File: src/hw/rtl/bcl_pkg.sv
// Shared types and constants for the button code lock.
`default_nettype none
package bcl_pkg;

	localparam int unsigned TIME_W = 32;
	localparam int unsigned SW_W   = 3;
	localparam int unsigned DEB_W  = 16;
	localparam int unsigned TICK_W = 20;
	localparam int unsigned IDX_W  = 2;

	// configuration register indexes
	localparam logic [IDX_W-1:0] REG_DEBOUNCE   = 2'd0;
	localparam logic [IDX_W-1:0] REG_IDLE_CLEAR = 2'd1;
	localparam logic [IDX_W-1:0] REG_HOLD       = 2'd2;

	localparam logic [DEB_W-1:0]  DEBOUNCE_RST   = 16'd50;
	localparam logic [TICK_W-1:0] IDLE_CLEAR_RST = 20'd15000;
	localparam logic [TICK_W-1:0] HOLD_RST       = 20'd3000;
	localparam logic [31:0]       CODE_RST       = 32'd246;

	// switch numbers
	localparam logic [SW_W-1:0] SW_ZERO       = 3'd1;
	localparam logic [SW_W-1:0] SW_ONE        = 3'd2;
	localparam logic [SW_W-1:0] SW_HOLD_END   = 3'd3;
	localparam logic [SW_W-1:0] SW_HOLD_START = 3'd4;

	// mode codes
	localparam logic [1:0] MODE_ENTRY = 2'd0;
	localparam logic [1:0] MODE_HOLD  = 2'd1;
	localparam logic [1:0] MODE_PROG  = 2'd2;

	// signal codes
	localparam logic [1:0] SIG_NONE    = 2'd0;
	localparam logic [1:0] SIG_UNLOCK  = 2'd1;
	localparam logic [1:0] SIG_PROG    = 2'd2;
	localparam logic [1:0] SIG_NEWCODE = 2'd3;

	// classified event handed from front to back
	typedef struct packed {
		logic [TIME_W-1:0] evt_time;
		logic [SW_W-1:0]   sw;
		logic              pass;   // cleared the debounce gap
		logic              idle;   // gap long enough to clear entered bits
	} evt_t;

endpackage
`default_nettype wire

File: src/hw/rtl/bcl_front.sv
// Front end: accepts events, tracks last event time and classifies the gap.
`default_nettype none
module bcl_front (
	input  wire logic                        clk,
	input  wire logic                        arst_n,
	input  wire logic                        in_valid,
	input  wire logic                        q_full,
	input  wire logic [bcl_pkg::TIME_W-1:0]  event_time,
	input  wire logic [bcl_pkg::SW_W-1:0]    switch_id,
	input  wire logic [bcl_pkg::DEB_W-1:0]   debounce_ticks,
	input  wire logic [bcl_pkg::TICK_W-1:0]  idle_clear_ticks,
	output logic                             in_stall,
	output logic                             push,
	output bcl_pkg::evt_t                    push_evt
);

	logic [bcl_pkg::TIME_W-1:0] last_time_q;
	logic [bcl_pkg::TIME_W-1:0] gap;

	assign in_stall = q_full;
	assign push     = in_valid && !q_full;
	// wraps modulo 2^32
	assign gap      = event_time - last_time_q;

	always_comb begin
		push_evt.evt_time = event_time;
		push_evt.sw       = switch_id;
		push_evt.pass     = gap >= bcl_pkg::TIME_W'(debounce_ticks);
		push_evt.idle     = gap >= bcl_pkg::TIME_W'(idle_clear_ticks);
	end

	always_ff @(posedge clk or negedge arst_n) begin
		if (!arst_n) begin
			last_time_q <= '0;
		end else if (push) begin
			last_time_q <= event_time;
		end
	end

endmodule
`default_nettype wire

File: src/hw/rtl/bcl_queue.sv
// Two-entry queue between front and back.
`default_nettype none
module bcl_queue (
	input  wire logic          clk,
	input  wire logic          arst_n,
	input  wire logic          push,
	input  wire bcl_pkg::evt_t push_evt,
	input  wire logic          pop,
	output logic               full,
	output logic               not_empty,
	output bcl_pkg::evt_t      head
);

	bcl_pkg::evt_t mem_q [2];
	logic          wr_ptr_q;
	logic          rd_ptr_q;
	logic [1:0]    count_q;

	assign full      = count_q == 2'd2;
	assign not_empty = count_q != 2'd0;
	assign head      = mem_q[rd_ptr_q];

	always_ff @(posedge clk) begin
		if (push) begin
			mem_q[wr_ptr_q] <= push_evt;
		end
	end

	always_ff @(posedge clk or negedge arst_n) begin
		if (!arst_n) begin
			wr_ptr_q <= 1'b0;
			rd_ptr_q <= 1'b0;
			count_q  <= 2'd0;
		end else begin
			if (push) begin
				wr_ptr_q <= ~wr_ptr_q;
			end
			if (pop) begin
				rd_ptr_q <= ~rd_ptr_q;
			end
			case ({push, pop})
				2'b10:   count_q <= count_q + 2'd1;
				2'b01:   count_q <= count_q - 2'd1;
				default: count_q <= count_q;
			endcase
		end
	end

endmodule
`default_nettype wire

File: src/hw/rtl/bcl_back.sv
// Back end: lock state machine, code storage and the result register.
`default_nettype none
module bcl_back #(
	parameter int unsigned CODE_BITS = 8
) (
	input  wire logic                        clk,
	input  wire logic                        arst_n,
	input  wire logic                        q_not_empty,
	input  wire bcl_pkg::evt_t               head,
	input  wire logic [bcl_pkg::TICK_W-1:0]  hold_ticks,
	input  wire logic                        out_stall,
	output logic                             pop,
	output logic                             out_valid,
	output logic                             accepted,
	output logic [1:0]                       signal,
	output logic [1:0]                       mode_now
);

	localparam int unsigned CNT_W = $clog2(CODE_BITS);

	typedef enum logic [1:0] {
		ENTRY = bcl_pkg::MODE_ENTRY,
		HOLD  = bcl_pkg::MODE_HOLD,
		PROG  = bcl_pkg::MODE_PROG
	} mode_t;

	mode_t                       mode_q, mode_d;
	logic [CODE_BITS-1:0]        code_q, code_d;
	logic [CODE_BITS-1:0]        entered_q, entered_d;
	logic [CNT_W-1:0]            cnt_q, cnt_d;
	logic [bcl_pkg::TIME_W-1:0]  hold_start_q;
	logic                        hold_wr;
	logic [1:0]                  sig_d;
	logic [bcl_pkg::TIME_W-1:0]  held;
	logic                        held_long;
	logic                        is_digit;
	logic                        digit_val;
	logic [CODE_BITS-1:0]        base;
	logic [CODE_BITS-1:0]        shifted;

	assign pop       = q_not_empty && (!out_valid || !out_stall);
	assign held      = head.evt_time - hold_start_q;
	assign held_long = held >= bcl_pkg::TIME_W'(hold_ticks);
	assign is_digit  = head.sw == bcl_pkg::SW_ZERO || head.sw == bcl_pkg::SW_ONE;
	assign digit_val = head.sw == bcl_pkg::SW_ONE;
	assign base      = head.idle ? '0 : entered_q;
	assign shifted   = {base[CODE_BITS-2:0], digit_val};

	always_comb begin
		mode_d    = mode_q;
		code_d    = code_q;
		entered_d = entered_q;
		cnt_d     = cnt_q;
		hold_wr   = 1'b0;
		sig_d     = bcl_pkg::SIG_NONE;
		if (head.pass) begin
			case (mode_q)
				HOLD: begin
					if (head.sw == bcl_pkg::SW_HOLD_END) begin
						if (!held_long) begin
							mode_d = ENTRY;
						end
					end else if (held_long) begin
						mode_d = PROG;
						sig_d  = bcl_pkg::SIG_PROG;
					end
				end
				PROG: begin
					if (is_digit) begin
						code_d = {code_q[CODE_BITS-2:0], digit_val};
						if (cnt_q == CNT_W'(CODE_BITS - 1)) begin
							cnt_d  = '0;
							mode_d = ENTRY;
							sig_d  = bcl_pkg::SIG_NEWCODE;
						end else begin
							cnt_d = cnt_q + CNT_W'(1);
						end
					end
				end
				default: begin
					mode_d    = ENTRY;
					entered_d = base;
					if (is_digit) begin
						entered_d = shifted;
						if (shifted == code_q) begin
							sig_d = bcl_pkg::SIG_UNLOCK;
						end
					end else if (head.sw == bcl_pkg::SW_HOLD_START) begin
						mode_d  = HOLD;
						hold_wr = 1'b1;
					end
				end
			endcase
		end
	end

	// hold start has no reset value: it is always written before hold mode
	always_ff @(posedge clk) begin
		if (pop && hold_wr) begin
			hold_start_q <= head.evt_time;
		end
	end

	always_ff @(posedge clk or negedge arst_n) begin
		if (!arst_n) begin
			mode_q    <= ENTRY;
			code_q    <= CODE_BITS'(bcl_pkg::CODE_RST);
			entered_q <= '0;
			cnt_q     <= '0;
			out_valid <= 1'b0;
			accepted  <= 1'b0;
			signal    <= bcl_pkg::SIG_NONE;
			mode_now  <= bcl_pkg::MODE_ENTRY;
		end else begin
			if (pop) begin
				mode_q    <= mode_d;
				code_q    <= code_d;
				entered_q <= entered_d;
				cnt_q     <= cnt_d;
				out_valid <= 1'b1;
				accepted  <= head.pass;
				signal    <= sig_d;
				mode_now  <= mode_d;
			end else if (!out_stall) begin
				out_valid <= 1'b0;
			end
		end
	end

endmodule
`default_nettype wire

File: src/hw/rtl/button_code_lock.sv
// Button code lock top level: config registers, front, queue and back.
//
// Input channel: event_time and switch_id, one event per beat taken when
// in_valid is high and in_stall is low. Output channel: one result beat per
// event (accepted, signal, mode_now), taken when out_valid is high and
// out_stall is low. Config channel: cfg_index selects debounce (0), idle
// clear (1) or hold (2) ticks; cfg_ready is always high, other indexes are
// dropped. Write config only while no event is in flight.
// Each input beat passes a queue entry, then the result register; one event
// per cycle is sustained while out_stall is low. The front registers the
// last event time and classifies the gap, a two-entry queue decouples it
// from the back, which updates the lock state and holds the result register.
// A stalled result holds; the queue fills behind it and in_stall rises once
// both entries are used. Reset clears the queue and the result register and
// restores the default code, entry mode and the default tick settings.
`default_nettype none
module button_code_lock #(
	parameter int unsigned CODE_BITS = 8
) (
	input  wire logic                        clk,
	input  wire logic                        arst_n,
	input  wire logic                        in_valid,
	output logic                             in_stall,
	input  wire logic [bcl_pkg::TIME_W-1:0]  event_time,
	input  wire logic [bcl_pkg::SW_W-1:0]    switch_id,
	output logic                             out_valid,
	input  wire logic                        out_stall,
	output logic                             accepted,
	output logic [1:0]                       signal,
	output logic [1:0]                       mode_now,
	input  wire logic                        cfg_valid,
	output logic                             cfg_ready,
	input  wire logic [bcl_pkg::IDX_W-1:0]   cfg_index,
	input  wire logic [bcl_pkg::TICK_W-1:0]  cfg_data
);

	logic [bcl_pkg::DEB_W-1:0]  debounce_q;
	logic [bcl_pkg::TICK_W-1:0] idle_clear_q;
	logic [bcl_pkg::TICK_W-1:0] hold_q;
	logic                       q_full;
	logic                       q_not_empty;
	logic                       push;
	logic                       pop;
	bcl_pkg::evt_t              push_evt;
	bcl_pkg::evt_t              head;

	assign cfg_ready = 1'b1;

	always_ff @(posedge clk or negedge arst_n) begin
		if (!arst_n) begin
			debounce_q   <= bcl_pkg::DEBOUNCE_RST;
			idle_clear_q <= bcl_pkg::IDLE_CLEAR_RST;
			hold_q       <= bcl_pkg::HOLD_RST;
		end else if (cfg_valid && cfg_ready) begin
			case (cfg_index)
				bcl_pkg::REG_DEBOUNCE:   debounce_q   <= cfg_data[bcl_pkg::DEB_W-1:0];
				bcl_pkg::REG_IDLE_CLEAR: idle_clear_q <= cfg_data;
				bcl_pkg::REG_HOLD:       hold_q       <= cfg_data;
				default: ;
			endcase
		end
	end

	bcl_front u_front (
		.clk              (clk),
		.arst_n           (arst_n),
		.in_valid         (in_valid),
		.q_full           (q_full),
		.event_time       (event_time),
		.switch_id        (switch_id),
		.debounce_ticks   (debounce_q),
		.idle_clear_ticks (idle_clear_q),
		.in_stall         (in_stall),
		.push             (push),
		.push_evt         (push_evt)
	);

	bcl_queue u_queue (
		.clk       (clk),
		.arst_n    (arst_n),
		.push      (push),
		.push_evt  (push_evt),
		.pop       (pop),
		.full      (q_full),
		.not_empty (q_not_empty),
		.head      (head)
	);

	bcl_back #(
		.CODE_BITS (CODE_BITS)
	) u_back (
		.clk         (clk),
		.arst_n      (arst_n),
		.q_not_empty (q_not_empty),
		.head        (head),
		.hold_ticks  (hold_q),
		.out_stall   (out_stall),
		.pop         (pop),
		.out_valid   (out_valid),
		.accepted    (accepted),
		.signal      (signal),
		.mode_now    (mode_now)
	);

endmodule
`default_nettype wire

File: config.mk
export PLATFORM = sky130hd
export DESIGN_NAME = button_code_lock
export DESIGN_NICKNAME = d
export VERILOG_FILES = /design/src/hw/rtl/bcl_pkg.sv /design/src/hw/rtl/bcl_front.sv /design/src/hw/rtl/bcl_queue.sv /design/src/hw/rtl/bcl_back.sv /design/src/hw/rtl/button_code_lock.sv
export SDC_FILE = /design/constraint.sdc
export NUM_CORES = 1
export LEC_CHECK = 0
export ABC_CLOCK_PERIOD_IN_PS = 5100
export BUFFER_PORTS_ARGS = -buffer_cell sky130_fd_sc_hd__buf_2
export CAP_MARGIN = 20
export CELL_PAD_IN_SITES_DETAIL_PLACEMENT = 2
export CELL_PAD_IN_SITES_GLOBAL_PLACEMENT = 2
export CORE_MARGIN = 2
export CORE_UTILIZATION = 37
export DETAILED_ROUTE_END_ITERATION = 16
export GPL_TIMING_DRIVEN = 0
export HOLD_SLACK_MARGIN = 0.12
export PLACE_DENSITY = 0.76
export SETUP_SLACK_MARGIN = 0.2
export SYNTH_ARGS = -nofsm -noshare
export SYNTH_HDL_FRONTEND = slang
export SYNTH_HIERARCHICAL = 1
export SYNTH_SLANG_ARGS = --single-unit
File: constraint.sdc
create_clock -name clk -period 5.1 [get_ports clk]
set_clock_uncertainty 0.1 [all_clocks]
set_input_delay 0.51 -clock clk [delete_from_list [all_inputs] [get_ports clk]]
set_output_delay 0.51 -clock clk [all_outputs]
set_load 0.005 [all_outputs]
==> summary.md <==
| Metric | Value |
|---|---|
| Status | complete, but fails checks |
| Failing checks | setup timing |
| WS Path Type | reg -> reg |
| Peak supply drop | 0.287 mV |
| Maximum fanout along the worst path | 10 |
| Register area | 6110 µm² |
| Initial Utilization | 37.7% |
| DRT Pass-1 Iters | 4 |
| RSZ-0062 raised after global routing | yes |
| Crit end category | register |
| Pwr/cell area | 616 nW/µm² |
| Die width | 200 µm |
| Die area | 40100 µm² |
| Clk Latency, worst-skew pair | 570 ps |
| Fillers | 3923 |
| Initial drt markers | 461 |
| Share of cells above drive strength 1 | 25.0% |
| TritonCTS clock tree | yes |
| Warnings, synthesis | 6 |
| Nets | 1708 |
| MaxCap Viol Count | 0 |
| Grt total ovfl | 0 |
| Main synth FF type | edfxtp_1 |
| CTS Buffer Depth | 3 |
| Req. time, crit path | 5440 ps |
| Yosys reg bits | 222 |
| Setup slack after layout | -427 ps |
| Cells after Synth | 1369 |
| Overall power | 10.4 mW |
| Post-layout instance area | 16900 µm² |
| First-pass GRT wire length | 74.4 mm |
| Top Usage Layer GRT | met2 |
| Row count | 71 |
| Clock transition at path regs | 70 ps |
| Main combinational cell family by area after synthesis | compound AO/OA/AOI/OAI gates |
| Syn Nets | 1556 |
| Final core occ | 44.8% |
| Reg2Reg Depth | 26 |
| Global routing usage on met1 | 29.1% |
| Post-Synth Simple-Gate Area | 10.8% |
| # IOs | 70 |
| Initial antenna violation count | 3 |
| P_leak | 7.31 nW |
| Multi-input logic area | 7290 µm² |
| Cell area after synthesis | 14200 µm² |
| Worst hold path class | in -> reg |
| Synth Area in Compound Gates | 15.4% |
| GRT met3 Usage | 3.11% |
| ANT nets after route | 0 |
| Nature of the critical path startpoint | register |
| Clock sinks | 222 |
| IO Port Bufs | 65 |
| Syn-to-layout area delta | 18.7% |
| TritonCTS Buffers | 27 |
| Final hold violation count | 0 |
| Distinct cells, synth | 91 |
| RePlAce Congestion | 0.803 |
| # H-tree levels | 1 |
| Post-synth EDFFs | 106 |
| Peak Freq | 181 MHz |
| Post-synthesis adder-cell area fraction | 11.1% |
| Vias in the first global route | 12.7k |
| CP arrival | 5870 ps |
| Hold Path Depth | 3 |
| Final period util | 108% |
| Fraction of registers with async set/reset | 52.3% |
| CTS root buf | clkbuf_16 |
| Vias/cell | 5.46 |
| Finished Layout Cells | 2055 |
| Multiplexer share of the synthesized area | 9.19% |
| Post-Route WL | 47.7 mm |
| Post-DP HPWL | 33.8 mm |
| Slew at the pin closest to its max-slew limit | 983 ps |
| Syn Area/Cell | 10.4 µm² |
| DRC | 0 |
| Placed cell areas | 15300 µm² |
| Via count | 11.2k |
| Slew Viols, Final | 0 |
| Total GRT Usage | 23.7% |
| Synth Area in XOR/XNOR | 3.26% |
| Post-synthesis sequential area ratio | 42.9% |
| Final setup fails | 3 |
| DR WL/cell | 23.2 µm |
| M2 GR Usage | 42.6% |
| Min Tclk post-route | 5530 ps |
| Overall die height | 200 µm |
| Slew HR | 32.8% |
| Dpl cells | 1949 |
| Core Region | 37800 µm² |
| Largest net degree at the start of global routing | 85 |
-- metal layers --
metal	up-vias	share of wire [%]
li1	5217	-
met2	158	51
met3	77	2.6
met5	-	0
met4	0	3.1
met1	5768	43
-- final timing paths --
kind	to	from	slack, ps
max in group asynchronous	u_back/code_q[1]	arst_n	3780
min in group asynchronous	u_front/last_time_q[3]	arst_n	310
max	u_back/mode_q[0]	u_queue/rd_ptr_q	-430
min reg2reg	u_back/accepted	u_back/accepted	380
min	u_front/last_time_q[25]	event_time[25]	140
max reg2reg	u_back/mode_q[0]	u_queue/rd_ptr_q	-430
-- where the power goes --
group	switching (mW)	leakage, nW	internal [mW]
registers	0.186	2.34	2.36
logic	3.53	4.53	2.37
clock network	0.851	0.436	1.11
-- Yosys cell counts (6+ instances only) --
library cell / instances / area [µm²]
a211oi_1: 8 / 60.1
a21o_1: 38 / 285
a21oi_1: 85 / 425
a22oi_1: 7 / 52.6
a31oi_1: 7 / 43.8
and2_1: 8 / 50.1
and3_1: 10 / 62.6
and4_1: 6 / 52.6
buf_2: 19 / 95.1
buf_4: 37 / 278
clkbuf_1: 23 / 86.3
dfrtp_1: 93 / 2330
dfstp_2: 23 / 604
edfxtp_1: 106 / 3180
ha_1: 123 / 1540
inv_1: 139 / 522
mux2_2: 86 / 968
mux2_4: 20 / 300
nand2_1: 104 / 390
nand2b_1: 11 / 68.8
nand3_1: 19 / 95.1
nand4_1: 30 / 188
nor2_1: 62 / 233
nor2b_1: 15 / 93.8
nor3_1: 9 / 45.0
nor4_1: 7 / 43.8
o211ai_1: 12 / 90.1
o21a_1: 9 / 67.6
o21ai_0: 74 / 370
o21ai_1: 9 / 45.0
o31ai_1: 7 / 52.6
or3_1: 9 / 56.3
xnor2_1: 36 / 315
xor2_1: 17 / 149
-- critical path, cell delays in order, from the launching register on --
cell       delay, ps
dfrtp_1          400
buf_6            140
buf_4            150
buf_12           150
mux2_4           320
ha_4             250
a21o_1           180
a31o_2           240
o211ai_1         200
buf_4            170
o2111ai_1        170
and2_4           230
a21o_1           180
a21oi_1          190
xnor2_1          140
ha_1             260
a21oi_1          150
nor2b_1           60
o21ai_1          170
o311a_1          200
nand4_1           90
buf_4            180
a2111oi_4        180
and4b_1          280
nand4_4          100
o21ai_2          120
or3b_1           350
-- what timing repair did --
action / CTS / global route
resized for setup: 39 / 9
hold endpoints to repair: 73 / 0
hold buffers: 31 / 0
setup buffers: 19 / 4
pin swaps: 19 / 11
endpoints found under the setup margin: 3 / 3
-- registers in the layout, indices dropped and copies added, names as in the netlist --
register and count:
debounce_q 16, hold_q 20, idle_clear_q 20, u_back/accepted 1
u_back/cnt_q 3, u_back/code_q 8, u_back/entered_q 7, u_back/hold_start_q 32
u_back/mode_q 2, u_back/out_valid 1, u_back/signal 2, u_front/last_time_q 32
u_queue/count_q 2, u_queue/mem_q 74, u_queue/rd_ptr_q 1, u_queue/wr_ptr_q 1
-- metrics by stage --
stage                     hold WS (ps)  setup TNS, ps  setup slack [ps]
after global routing               128          -1620              -637
final                              136           -990              -427
after floorplan                    114              0               200
after global placement             357          -1680              -734
after detailed placement           325          -2250              -908
after CTS                          120           -811              -372
-- logic make-up (layout without fill, tap and decap cells) --
kind of cell	Yosys count	in the layout
AO/OA/AOI/OAI	326	326
AND/OR/NAND/NOR	308	308
XOR/XNOR	53	53
other	1	3
flip-flops	222	222
buffers and inverters	224	397
multiplexers	110	110
adder cells (fa/ha/maj)	125	125
-- placed cells by master (no fill, tap or decap), types with 36 or more instances in the layout --
cell	count
edfxtp_1	106
o21ai_0	68
inv_1	137
buf_4	58
mux2_2	86
ha_1	117
a21oi_1	80
xnor2_1	36
nand2_1	103
dfrtp_1	93
nor2_1	60
buf_2	83
a21o_1	38
-- layout make-up --
| class | instances | area share, % |
|---|---|---|
| diodes | 2 | 0.0296 |
| plain buffers | 85 | 3.16 |
| clock buffers | 35 | 4.48 |
| clock inverters | 15 | 0.777 |
| inverters | 139 | 3.10 |
| multi-input cells | 923 | 43.1 |
| flip-flops and latches | 222 | 36.2 |
| well taps | 511 | 3.78 |
| repair buffers | 123 | 5.38 |
No activity file was read; power rests on OpenSTA's default activity.
